`config.mk`:
```
export PLATFORM = sky130hd
export DESIGN_NAME = drunken_bishop_art_walker_flat
export DESIGN_NICKNAME = d
export VERILOG_FILES = /design/src/rtl/dba_pkg.sv /design/src/rtl/dba_cmd_if.sv /design/src/rtl/dba_res_if.sv /design/src/rtl/dba_ctrl.sv /design/src/rtl/dba_datapath.sv /design/src/rtl/drunken_bishop_art_walker.sv /design/src/flat_wrapper.sv
export VERILOG_INCLUDE_DIRS = /design/src /design/src/rtl
export SDC_FILE = /design/constraint.sdc
export NUM_CORES = 1
export LEC_CHECK = 0
export ABC_CLOCK_PERIOD_IN_PS = 16910
export BUFFER_PORTS_ARGS = -buffer_cell sky130_fd_sc_hd__buf_4
export CORE_MARGIN = 1.5
export CORE_UTILIZATION = 40
export DETAILED_ROUTE_END_ITERATION = 12
export GPL_ROUTABILITY_DRIVEN = 0
export HOLD_SLACK_MARGIN = 0.02
export PLACE_DENSITY_LB_ADDON = 0.3
export SLEW_MARGIN = 25
export SYNTH_ARGS = -nofsm -noshare
export SYNTH_HDL_FRONTEND = slang
export SYNTH_HIERARCHICAL = 1
export SYNTH_SLANG_ARGS = --single-unit
```
`constraint.sdc`:
```
create_clock -name clk -period 16.91 [get_ports clk]
set_clock_uncertainty 0.15 [all_clocks]
set_input_delay 0 -clock clk [delete_from_list [all_inputs] [get_ports clk]]
set_output_delay 0 -clock clk [all_outputs]
set_load 0.03 [all_outputs]
```
`src/rtl/assert_macros.svh`:
```
// Assertion macros used by the RTL that checks itself.
// No dependencies; each macro expects clk and rst in scope.
`ifndef ASSERT_MACROS_SVH
`define ASSERT_MACROS_SVH

// Same-cycle implication, disabled during reset
`define DBA_ASSERT_NOW(lbl, ante, cons, msg) \
  lbl: assert property (@(posedge clk) disable iff (rst) (ante) |-> (cons)) else $error(msg);

// Next-cycle implication, disabled during reset
`define DBA_ASSERT_NEXT(lbl, ante, cons, msg) \
  lbl: assert property (@(posedge clk) disable iff (rst) (ante) |=> (cons)) else $error(msg);

// Condition that must hold at every edge out of reset
`define DBA_ASSERT_ALWAYS(lbl, cond, msg) \
  lbl: assert property (@(posedge clk) disable iff (rst) (cond)) else $error(msg);

`endif

```
`src/rtl/dba_pkg.sv`:
```
// Shared types, constants and the glyph table of the drunken-bishop walker.
// No dependencies.
`timescale 1ns / 1ps
`default_nettype none

package dba_pkg;

  localparam int DEF_GRID_WIDTH  = 17;
  localparam int DEF_GRID_HEIGHT = 9;

  localparam int         CNT_W       = 4;
  localparam logic [7:0] START_RESET = 8'd76;
  localparam logic [3:0] COUNT_MAX   = 4'd14;

  localparam logic [7:0] GLYPH_BLANK = 8'h20; // ' '
  localparam logic [7:0] GLYPH_START = 8'h53; // 'S'
  localparam logic [7:0] GLYPH_END   = 8'h45; // 'E'

  typedef enum logic [1:0] {
    CMD_MOVE  = 2'd0,
    CMD_READ  = 2'd1,
    CMD_CLEAR = 2'd2
  } cmd_code_t;

  // Controller to datapath
  typedef struct packed {
    logic load_start; // latch effective start, reset sweep address
    logic sweep;      // zero one cell, advance sweep
    logic rd_bishop;  // read count of the bishop's cell
    logic rd_cell;    // read count of the requested cell
    logic wr_inc;     // write back incremented count and step the bishop
    logic load_res;   // load the result register
  } dba_ctl_t;

  // Datapath to controller
  typedef struct packed {
    logic sweep_last;
  } dba_sts_t;

  function automatic logic [7:0] count_glyph(input logic [3:0] count);
    logic [7:0] g;
    unique case (count)
      4'd0:    g = 8'h20; // ' '
      4'd1:    g = 8'h2E; // '.'
      4'd2:    g = 8'h6F; // 'o'
      4'd3:    g = 8'h2B; // '+'
      4'd4:    g = 8'h3D; // '='
      4'd5:    g = 8'h2A; // '*'
      4'd6:    g = 8'h42; // 'B'
      4'd7:    g = 8'h4F; // 'O'
      4'd8:    g = 8'h58; // 'X'
      4'd9:    g = 8'h40; // '@'
      4'd10:   g = 8'h25; // '%'
      4'd11:   g = 8'h26; // '&'
      4'd12:   g = 8'h23; // '#'
      4'd13:   g = 8'h2F; // '/'
      default: g = 8'h5E; // '^', saturated
    endcase
    return g;
  endfunction

endpackage

`default_nettype wire

```
`src/rtl/dba_cmd_if.sv`:
```
// Command channel: valid/ready handshake carrying one command item.
// No dependencies.
`timescale 1ns / 1ps
`default_nettype none

interface dba_cmd_if;
  logic       valid;
  logic       ready;
  logic [1:0] command;
  logic [1:0] direction;
  logic [7:0] cell_index;

  modport source (output valid, command, direction, cell_index, input ready);
  modport sink   (input valid, command, direction, cell_index, output ready);
endinterface

`default_nettype wire

```
`src/rtl/dba_res_if.sv`:
```
// Result channel: valid/ready handshake carrying one cell report item.
// No dependencies.
`timescale 1ns / 1ps
`default_nettype none

interface dba_res_if;
  logic       valid;
  logic       ready;
  logic [7:0] glyph;
  logic [3:0] visit_count;
  logic [7:0] bishop_cell;

  modport source (output valid, glyph, visit_count, bishop_cell, input ready);
  modport sink   (input valid, glyph, visit_count, bishop_cell, output ready);
endinterface

`default_nettype wire

```
`src/rtl/dba_ctrl.sv`:
```
// Controller of the drunken-bishop walker: sequences sweep, move and read.
// Depends on dba_pkg.
`timescale 1ns / 1ps
`default_nettype none

module dba_ctrl
  import dba_pkg::*;
(
  input  wire logic       clk,
  input  wire logic       rst,
  input  wire logic       cmd_valid,
  input  wire logic [1:0] cmd_code,
  output logic            cmd_ready,
  output logic            res_valid,
  input  wire logic       res_ready,
  input  wire dba_sts_t   sts,
  output dba_ctl_t        ctl
);

  typedef enum logic [2:0] {
    ST_INIT,
    ST_SWEEP,
    ST_IDLE,
    ST_MOVE_WB,
    ST_READ_WB
  } state_t;

  state_t state, state_next;
  logic   accept;
  logic   out_free;

  assign cmd_ready = (state == ST_IDLE);
  assign accept    = cmd_valid && cmd_ready;
  assign out_free  = !res_valid || res_ready;

  always_comb begin
    ctl        = '0;
    state_next = state;
    unique case (state)
      ST_INIT: begin
        ctl.load_start = 1'b1;
        state_next     = ST_SWEEP;
      end
      ST_SWEEP: begin
        ctl.sweep = 1'b1;
        if (sts.sweep_last) state_next = ST_IDLE;
      end
      ST_IDLE: begin
        if (accept) begin
          unique case (cmd_code)
            CMD_MOVE: begin
              ctl.rd_bishop = 1'b1;
              state_next    = ST_MOVE_WB;
            end
            CMD_READ: begin
              ctl.rd_cell = 1'b1;
              state_next  = ST_READ_WB;
            end
            CMD_CLEAR: begin
              ctl.load_start = 1'b1;
              state_next     = ST_SWEEP;
            end
            default: state_next = ST_IDLE; // unused code: drop
          endcase
        end
      end
      ST_MOVE_WB: begin
        ctl.wr_inc = 1'b1;
        state_next = ST_IDLE;
      end
      ST_READ_WB: begin
        if (out_free) begin
          ctl.load_res = 1'b1;
          state_next   = ST_IDLE;
        end
      end
      default: state_next = ST_INIT;
    endcase
  end

  always_ff @(posedge clk) begin
    if (rst) begin
      state     <= ST_INIT;
      res_valid <= 1'b0;
    end else begin
      state <= state_next;
      if (ctl.load_res) begin
        res_valid <= 1'b1;
      end else if (res_ready) begin
        res_valid <= 1'b0;
      end
    end
  end

endmodule

`default_nettype wire

```
`src/rtl/dba_datapath.sv`:
```
// Datapath of the drunken-bishop walker: count memory, bishop position,
// start register and result register. Depends on dba_pkg.
`timescale 1ns / 1ps
`default_nettype none

module dba_datapath
  import dba_pkg::*;
#(
  parameter int GRID_WIDTH  = DEF_GRID_WIDTH,
  parameter int GRID_HEIGHT = DEF_GRID_HEIGHT
) (
  input  wire logic       clk,
  input  wire logic       rst,
  input  wire logic       cfg_we,
  input  wire logic [7:0] cfg_data,
  input  wire logic [1:0] direction,
  input  wire logic [7:0] cell_index,
  input  wire dba_ctl_t   ctl,
  output dba_sts_t        sts,
  output logic [7:0]      glyph,
  output logic [3:0]      visit_count,
  output logic [7:0]      bishop_cell
);

  localparam int CELL_COUNT = GRID_WIDTH * GRID_HEIGHT;
  localparam int POS_W      = $clog2(CELL_COUNT);
  localparam int ROW_W      = $clog2(GRID_HEIGHT);
  localparam int COL_W      = $clog2(GRID_WIDTH);
  localparam int CMP_W      = (POS_W > 8) ? POS_W : 8;

  logic [CNT_W-1:0] mem [CELL_COUNT];

  logic [7:0]       start_cell;
  logic [POS_W-1:0] eff_start;
  logic [CMP_W-1:0] start_ext;
  logic [CMP_W-1:0] cell_ext;
  logic             cell_in_range;
  logic [POS_W-1:0] cell_pos;

  logic [POS_W-1:0] bishop_pos;
  logic [ROW_W-1:0] bishop_row;
  logic [COL_W-1:0] bishop_col;
  logic [ROW_W-1:0] row_next;
  logic [COL_W-1:0] col_next;
  logic [1:0]       dir_q;

  logic [POS_W-1:0] sweep_addr;
  logic [POS_W-1:0] norm_rem;
  logic [ROW_W-1:0] norm_row;

  logic [CNT_W-1:0] rd_data;
  logic [POS_W-1:0] rd_cell_q;
  logic             rd_in_range_q;
  logic             rd_en;
  logic [POS_W-1:0] rd_addr;
  logic             wr_en;
  logic [POS_W-1:0] wr_addr;
  logic [CNT_W-1:0] wr_data;
  logic [CNT_W-1:0] count_inc;
  logic [7:0]       glyph_next;

  // Start register saturates to the last cell when out of range
  assign start_ext = CMP_W'(start_cell);
  assign eff_start = (start_ext > CMP_W'(CELL_COUNT - 1)) ?
                     POS_W'(CELL_COUNT - 1) : POS_W'(start_ext);

  assign cell_ext      = CMP_W'(cell_index);
  assign cell_in_range = (cell_ext < CMP_W'(CELL_COUNT));
  assign cell_pos      = POS_W'(cell_ext);

  assign sts.sweep_last = (sweep_addr == POS_W'(CELL_COUNT - 1));

  // Clamped diagonal step, using the direction held from the move item
  always_comb begin
    col_next = bishop_col;
    row_next = bishop_row;
    if (dir_q[0]) begin
      if (bishop_col < COL_W'(GRID_WIDTH - 1)) col_next = bishop_col + 1'b1;
    end else if (bishop_col != '0) begin
      col_next = bishop_col - 1'b1;
    end
    if (dir_q[1]) begin
      if (bishop_row < ROW_W'(GRID_HEIGHT - 1)) row_next = bishop_row + 1'b1;
    end else if (bishop_row != '0) begin
      row_next = bishop_row - 1'b1;
    end
  end

  assign count_inc = (rd_data >= COUNT_MAX) ? rd_data : rd_data + 1'b1;

  assign rd_en   = ctl.rd_bishop || (ctl.rd_cell && cell_in_range);
  assign rd_addr = ctl.rd_bishop ? bishop_pos : cell_pos;
  assign wr_en   = ctl.sweep || ctl.wr_inc;
  assign wr_addr = ctl.sweep ? sweep_addr : bishop_pos;
  assign wr_data = ctl.sweep ? '0 : count_inc;

  always_ff @(posedge clk) begin
    if (wr_en) mem[wr_addr] <= wr_data;
  end

  always_ff @(posedge clk) begin
    if (rd_en) rd_data <= mem[rd_addr];
    if (ctl.rd_bishop) dir_q <= direction;
    if (ctl.rd_cell) begin
      rd_cell_q     <= cell_pos;
      rd_in_range_q <= cell_in_range;
    end
  end

  always_ff @(posedge clk) begin
    if (rst) begin
      start_cell <= START_RESET;
    end else if (cfg_we) begin
      start_cell <= cfg_data;
    end
  end

  // Position: linear index plus row and column. On restart the start index
  // is split into row and column by one subtraction per sweep cycle.
  always_ff @(posedge clk) begin
    if (ctl.load_start) begin
      sweep_addr <= '0;
      bishop_pos <= eff_start;
      norm_rem   <= eff_start;
      norm_row   <= '0;
    end else if (ctl.sweep) begin
      sweep_addr <= sweep_addr + 1'b1;
      if (norm_rem >= POS_W'(GRID_WIDTH)) begin
        norm_rem <= norm_rem - POS_W'(GRID_WIDTH);
        norm_row <= norm_row + 1'b1;
      end
      if (sts.sweep_last) begin
        bishop_row <= norm_row;
        bishop_col <= COL_W'(norm_rem);
      end
    end else if (ctl.wr_inc) begin
      bishop_row <= row_next;
      bishop_col <= col_next;
      bishop_pos <= POS_W'(row_next) * POS_W'(GRID_WIDTH) + POS_W'(col_next);
    end
  end

  always_comb begin
    if (!rd_in_range_q) begin
      glyph_next = GLYPH_BLANK;
    end else if (rd_cell_q == bishop_pos) begin
      glyph_next = GLYPH_END;
    end else if (rd_cell_q == eff_start) begin
      glyph_next = GLYPH_START;
    end else begin
      glyph_next = count_glyph(rd_data);
    end
  end

  always_ff @(posedge clk) begin
    if (ctl.load_res) begin
      glyph       <= glyph_next;
      visit_count <= rd_in_range_q ? rd_data : '0;
      bishop_cell <= 8'(bishop_pos);
    end
  end

endmodule

`default_nettype wire

```
`src/rtl/drunken_bishop_art_walker.sv`:
```
// Top level of the drunken-bishop walker: joins controller and datapath to
// the command and result channels. Depends on dba_pkg, dba_cmd_if,
// dba_res_if, dba_ctrl, dba_datapath and assert_macros.svh.
`timescale 1ns / 1ps
`default_nettype none

`include "assert_macros.svh"

// Drunken-bishop fingerprint art on a GRID_WIDTH by GRID_HEIGHT grid, cells
// numbered row * GRID_WIDTH + column. Each command item is taken on the cmd
// channel; only a read gives an item on the res channel. A move adds one to
// the visit count of the bishop's cell (saturating at 14), then steps one
// cell diagonally, clamped at the walls. A read reports the cell's glyph
// ('E' for the bishop's cell, else 'S' for the start cell, else the glyph of
// its count), its count and the bishop's cell; an index beyond the grid reads
// as blank with count zero. A clear zeroes all counts and puts the bishop on
// the start cell; command code 3 is taken and dropped. The counts live in a
// single memory with one registered read port, so a move reads the count and
// then writes it back, and a read waits in its write-back state for the result
// register to drain. A clear zeroes one cell per cycle; the same clearing pass
// runs after reset, and cmd.ready stays low until it is done.
// The start_cell register (cfg_data, written when cfg_we is high, reset 76)
// saturates to the last cell; writing it does not move the bishop until the
// next clear or reset. Write it only while the block is idle.
module drunken_bishop_art_walker
  import dba_pkg::*;
#(
  parameter int GRID_WIDTH  = DEF_GRID_WIDTH,
  parameter int GRID_HEIGHT = DEF_GRID_HEIGHT
) (
  input  wire logic       clk,
  input  wire logic       rst,
  input  wire logic       cfg_we,
  input  wire logic [7:0] cfg_data,
  dba_cmd_if.sink         cmd,
  dba_res_if.source       res
);

  dba_ctl_t ctl;
  dba_sts_t sts;

  // Sequence sweep, move and read; hold the result valid flag
  dba_ctrl u_ctrl (
    .clk       (clk),
    .rst       (rst),
    .cmd_valid (cmd.valid),
    .cmd_code  (cmd.command),
    .cmd_ready (cmd.ready),
    .res_valid (res.valid),
    .res_ready (res.ready),
    .sts       (sts),
    .ctl       (ctl)
  );

  // Count memory, bishop position, start register and result payload
  dba_datapath #(
    .GRID_WIDTH  (GRID_WIDTH),
    .GRID_HEIGHT (GRID_HEIGHT)
  ) u_datapath (
    .clk         (clk),
    .rst         (rst),
    .cfg_we      (cfg_we),
    .cfg_data    (cfg_data),
    .direction   (cmd.direction),
    .cell_index  (cmd.cell_index),
    .ctl         (ctl),
    .sts         (sts),
    .glyph       (res.glyph),
    .visit_count (res.visit_count),
    .bishop_cell (res.bishop_cell)
  );

  // Never overwrite a result that is still waiting
  `DBA_ASSERT_NOW(a_no_overwrite, ctl.load_res, !res.valid || res.ready, "result overwritten")
  // At most one datapath command per cycle
  `DBA_ASSERT_ALWAYS(a_one_op, $onehot0({ctl.load_start, ctl.sweep, ctl.rd_bishop | ctl.rd_cell, ctl.wr_inc, ctl.load_res}), "conflicting datapath commands")
  // A clear blocks new items while the sweep runs
  `DBA_ASSERT_NEXT(a_clear_blocks, cmd.valid && cmd.ready && (cmd.command == CMD_CLEAR), !cmd.ready, "item taken during clear")
  // A move write-back follows its read directly
  `DBA_ASSERT_NEXT(a_move_wb, ctl.rd_bishop, ctl.wr_inc && !cmd.ready, "move write-back missing")

endmodule

`default_nettype wire
```
`src/flat_wrapper.sv`:
```
// flat-port wrapper written by rule: the top's interface ports become plain ports
module drunken_bishop_art_walker_flat import dba_pkg::*;
#(
  parameter int GRID_WIDTH  = DEF_GRID_WIDTH,
  parameter int GRID_HEIGHT = DEF_GRID_HEIGHT
)
  (clk, rst, cfg_we, cfg_data, cmd_valid, cmd_command, cmd_direction, cmd_cell_index, cmd_ready, res_valid, res_glyph, res_visit_count, res_bishop_cell, res_ready);
  dba_cmd_if cmd_i ();
  dba_res_if res_i ();
  input  wire logic clk;
  input  wire logic rst;
  input  wire logic cfg_we;
  input  wire logic [7:0] cfg_data;
  input wire logic [$bits(cmd_i.valid)-1:0] cmd_valid;
  input wire logic [$bits(cmd_i.command)-1:0] cmd_command;
  input wire logic [$bits(cmd_i.direction)-1:0] cmd_direction;
  input wire logic [$bits(cmd_i.cell_index)-1:0] cmd_cell_index;
  output wire logic [$bits(cmd_i.ready)-1:0] cmd_ready;
  output wire logic [$bits(res_i.valid)-1:0] res_valid;
  output wire logic [$bits(res_i.glyph)-1:0] res_glyph;
  output wire logic [$bits(res_i.visit_count)-1:0] res_visit_count;
  output wire logic [$bits(res_i.bishop_cell)-1:0] res_bishop_cell;
  input wire logic [$bits(res_i.ready)-1:0] res_ready;
  assign cmd_i.valid = cmd_valid;
  assign cmd_i.command = cmd_command;
  assign cmd_i.direction = cmd_direction;
  assign cmd_i.cell_index = cmd_cell_index;
  assign cmd_ready = cmd_i.ready;
  assign res_valid = res_i.valid;
  assign res_glyph = res_i.glyph;
  assign res_visit_count = res_i.visit_count;
  assign res_bishop_cell = res_i.bishop_cell;
  assign res_i.ready = res_ready;
  drunken_bishop_art_walker #(.GRID_WIDTH(GRID_WIDTH), .GRID_HEIGHT(GRID_HEIGHT)) u_core (.clk(clk), .rst(rst), .cfg_we(cfg_we), .cfg_data(cfg_data), .cmd(cmd_i), .res(res_i));
endmodule
```
==> results by stage <==
Synth:
- The top cell type by total area after synthesis is edfxtp_1.
- A synthesized cell averages 13.6 um2.
- The net count after synthesis is 2,264.
- The cell area after synthesis is 29,900 um2.
- Synthesis produced a netlist whose cell count is 2,207.
- The most frequent cell after synthesis is edfxtp_1.
- The share of synthesized area in the top cell type comes to 0.673.
- By area the synthesized netlist is led by edfxtp_1 67%, mux2i_1 5.0%, nand2_1 4.6%.
- Among all flip-flop cells after synthesis, the most frequent one is edfxtp_1.
- Counting flops with a built-in enable in the synthesized netlist gives 671.
- After synthesis, the share of flip-flops with an asynchronous set or reset is 0.
- The number of distinct library cell variants in the gate-level netlist after synthesis is 79.
- By count the netlist is led by 671 x edfxtp_1, 366 x nand2_1, 198 x nor2_1, 149 x mux2i_1, 131 x nand3_1.
- Synthesis inferred 695 register bits.
- The total number of yosys warnings is 6.
- Of the synthesized area, sequential elements account for 0.689.

Worst setup path:
- The largest individual stage delay along the critical path comes from the cell mux2_8.
- Traced cell by cell, the critical path runs through nor3b_1 > and3_1 > buf_4 > mux2_8 > buf_12 > mux2i_1 > o221ai_1 > a211oi_1 > nor4_1 > nand4_1 > o41ai_1.
- The startpoint identified for the worst register-to-register timing path is u_core/u_ctrl/state[1].
- Data on the critical path arrives at its endpoint at 5440 ps.
- The startpoint kind of the worst setup timing path is a flop.
- The class of the most critical setup path is reg -> reg.
- Tracing the worst setup path back leads to its startpoint at u_core/u_ctrl/state[1].
- The kind of end point of the critical path is a flop.
- For this run, the slowest stage of the critical path takes 720 ps.
- STA puts the critical path data required time at 17,160 ps.
- The number of cells on the worst reg-to-reg path is 11.
- The worst reg-to-reg setup slack is 11,720 ps.
- The top fanout value on the critical path is 129.

Routing:
- After detailed routing, the average wire length per cell comes to 23.8 um.
- The final route contains 19.0k vias.
- In this run the remaining antenna-violating nets after routing total 0.
- The count of TritonRoute iterations in the first routing pass is 5.
- For this run, design rule violations remaining after detail routing come to 0.
- In this run, the number of DRC markers left after iteration 0 of detailed routing was 1,948.
- The wire length after detailed routing is 78,300 um.
- In the routed layout, each cell is associated on average with a via count of 5.75.

Place:
- The number of placed instances, taps included, is 3,123.
- The total half-perimeter wirelength after legalization and detailed placement is 48,000 um.
- In this run the tool buffered the top-level ports with 45 buffer cells.
- The cell area after placement is 31,100 um2.

STA:
- The final critical delay including setup and external delays is 5190 ps.
- The setup TNS is 0 ps.
- The final critical-path share of the clock period is 0.307.
- The number of max-slew violations in the final report came to 0.
- The slew at the pin closest to its max-slew limit is 1130 ps.
- Headroom to the max-slew limit came out at 0.242.
- The final hold violation count is 0.
- On the final layout, the worst hold slack is 59.4 ps.
- Setup repair after global routing left no endpoint under its margin.
- The count of final setup violators is 0.
- Based on the critical path, the design can be clocked at up to 193 MHz.

GRT:
- For this run, the total global-route usage over all layers was measured as 0.204.
- The initial antenna violation count is 0.
- The via count of the first global-routing pass was 18.6k.
- Global routing finished with a remaining overflow of 0.
- The largest net degree at the start of global routing is 130.
- The wire length of the first global-routing pass is 118,000 um.

Power:
- IR analysis of the VDD net gives a maximum drop of 0.0000746 V.
- For this design the ratio of total power to cell area is 112 nW/um2.
- The total leakage power is 11.5 nW.

Clock network:
- The maximum number of buffers from clock root to sink is 3.
- The number of clock buffers added by TritonCTS is 74.
- The maximum level of the CTS H-tree is 3.
- The later pin in the worst-skew pair is clocked with a latency of 600 ps.
- The cell sitting at the root of the clock tree is a clkbuf_16.
- CTS saw 695 sinks.
- The clock edge transition at the registers on the reported setup and hold paths is 60 ps.
- The clock tree from TritonCTS is built.

Cells and area:
- The total of fill cells in the finished design is 6,499.
- The number of nets in the layout is 2,337.
- The final standard cell area without fillers is 34,000 um2.
- The number of standard cells in the layout, taps in and fillers out is 3,298.
- From synthesis to final layout, the design area changed by 13.5%.
- In the final layout, the share of cells above drive strength 1 is 0.100.
- The repair_antennas step left the layout with diodes totalling 0.
- For this run, the share of the core covered by cells in the final layout is 0.458.

Outcome:
- The run finished with clean final reports.

Floorplan:
- The initialized floorplan defines 100 standard-cell rows.
- The die is 277 um tall.
- The floorplan step set the die width to 277 um.
- Pin placement for this block handled 47 I/O pins.
- The area of the core is 74,200 um2.
- The starting utilization of the core area is 0.403.
- The total die area is 76,500 um2.

Job:
- The count of maximum capacitance violations is 0.

Min path:
- The instance count along the most critical hold path is 2.
- The worst min-delay path category is in -> reg.
- The launch instance of the worst min-delay path is cmd_cell_index[2].
layout by cell type, fill, tap and decap left out, types with 14 or more instances in the layout:
cell type and instances:
clkbuf_16 79, nand3_1 131, a21oi_1 88, xnor2_1 15, nand2_1 365, ha_1 31, clkbuf_1 19, edfxtp_1 671
dlygate4sd3_1 47, buf_4 68, o221ai_1 47, xor2_1 20, o21ai_0 47, mux4_2 23, mux2i_1 146, o22ai_1 22
nor3_1 14, dfxtp_1 24, nor2_1 196, inv_1 32
sequential cells by signal (all words and copies together), names as in the netlist:
name	cells
u_core/u_datapath/dir_q	2
u_core/u_datapath/rd_cell_q	8
u_core/u_datapath/norm_row	4
u_core/u_datapath/visit_count	4
u_core/u_datapath/glyph	7
u_core/u_datapath/bishop_col	5
u_core/u_ctrl/state	3
u_core/u_datapath/norm_rem	8
u_core/u_datapath/start_cell	8
u_core/u_datapath/mem	612
u_core/u_datapath/bishop_cell	8
u_core/u_datapath/rd_in_range_q	1
u_core/u_ctrl/res_valid	1
u_core/u_datapath/bishop_pos	8
u_core/u_datapath/rd_data	4
u_core/u_datapath/sweep_addr	8
u_core/u_datapath/bishop_row	4
layout make-up:
cell class | count | area [um2] | area share
clock buffer | 101 | 2090 | 0.0615
clock inverter | 24 | 220 | 0.00648
inverter | 32 | 120 | 0.00354
multi-input combinational | 1355 | 8570 | 0.252
sequential | 695 | 20600 | 0.607
tap | 969 | 1210 | 0.0357
timing repair buffer | 122 | 1130 | 0.0332
where the power goes:
part           switching (mW)  leakage, nW  internal, mW
combinational           0.203         4.07        0.0959
clock                   0.635         1.12         0.921
sequential             0.0254         6.30          1.92
total                   0.864         11.5          2.94
what timing repair did:
action,4_1_cts,5_1_grt
endpoints found under the hold margin,52,0
resized for setup,0,0
setup buffers,0,0
hold buffers,47,0
per-layer routing:
layer  vias to the layer above  wire length, um  track usage
met5                         -                0            0
met4                         0             2700       0.0742
met3                       168             6890       0.0434
met2                       887            36500        0.325
met1                      9456            32200        0.274
li1                       8452                -            -
critical path, delay by kind of cell, from the launching register on:
family                 cells  cell delay, ps
buffers and inverters      2             970
AO/OA/AOI/OAI              3             970
flip-flops                 1             500
AND/OR/NAND/NOR            4            1150
multiplexers               2             940
final timing paths:
kind	endpoint
setup reg to reg	u_core/u_datapath/rd_data[1]
hold reg to reg	u_core/u_datapath/norm_row[3]
hold / removal	u_core/u_datapath/rd_cell_q[2]
setup / recovery	u_core/u_datapath/rd_data[1]
kinds of logic (layout without fill, tap and decap cells):
kind of cell,count (synthesis),after routing,synth area share
flops,695,695,0.689
simple gates,779,779,0.111
other cells,1,1,0.000125
fa+ha+maj,32,32,0.0136
compound gates,319,319,0.0730
xor+xnor,35,35,0.0102
buf+inv,157,279,0.0281
mux,189,189,0.0746
metrics by stage:
| stage | worst slack, ps | total power [mW] |
|---|---|---|
| CTS | 11740 | 3.83 |
| floorplan | 8420 | 2.17 |
| finish | 11720 | 3.80 |
| global placement | 11920 | 2.26 |
| detailed placement | 11770 | 2.27 |
| global route | 11390 | 3.92 |
Power figures use the tool's default switching activity.
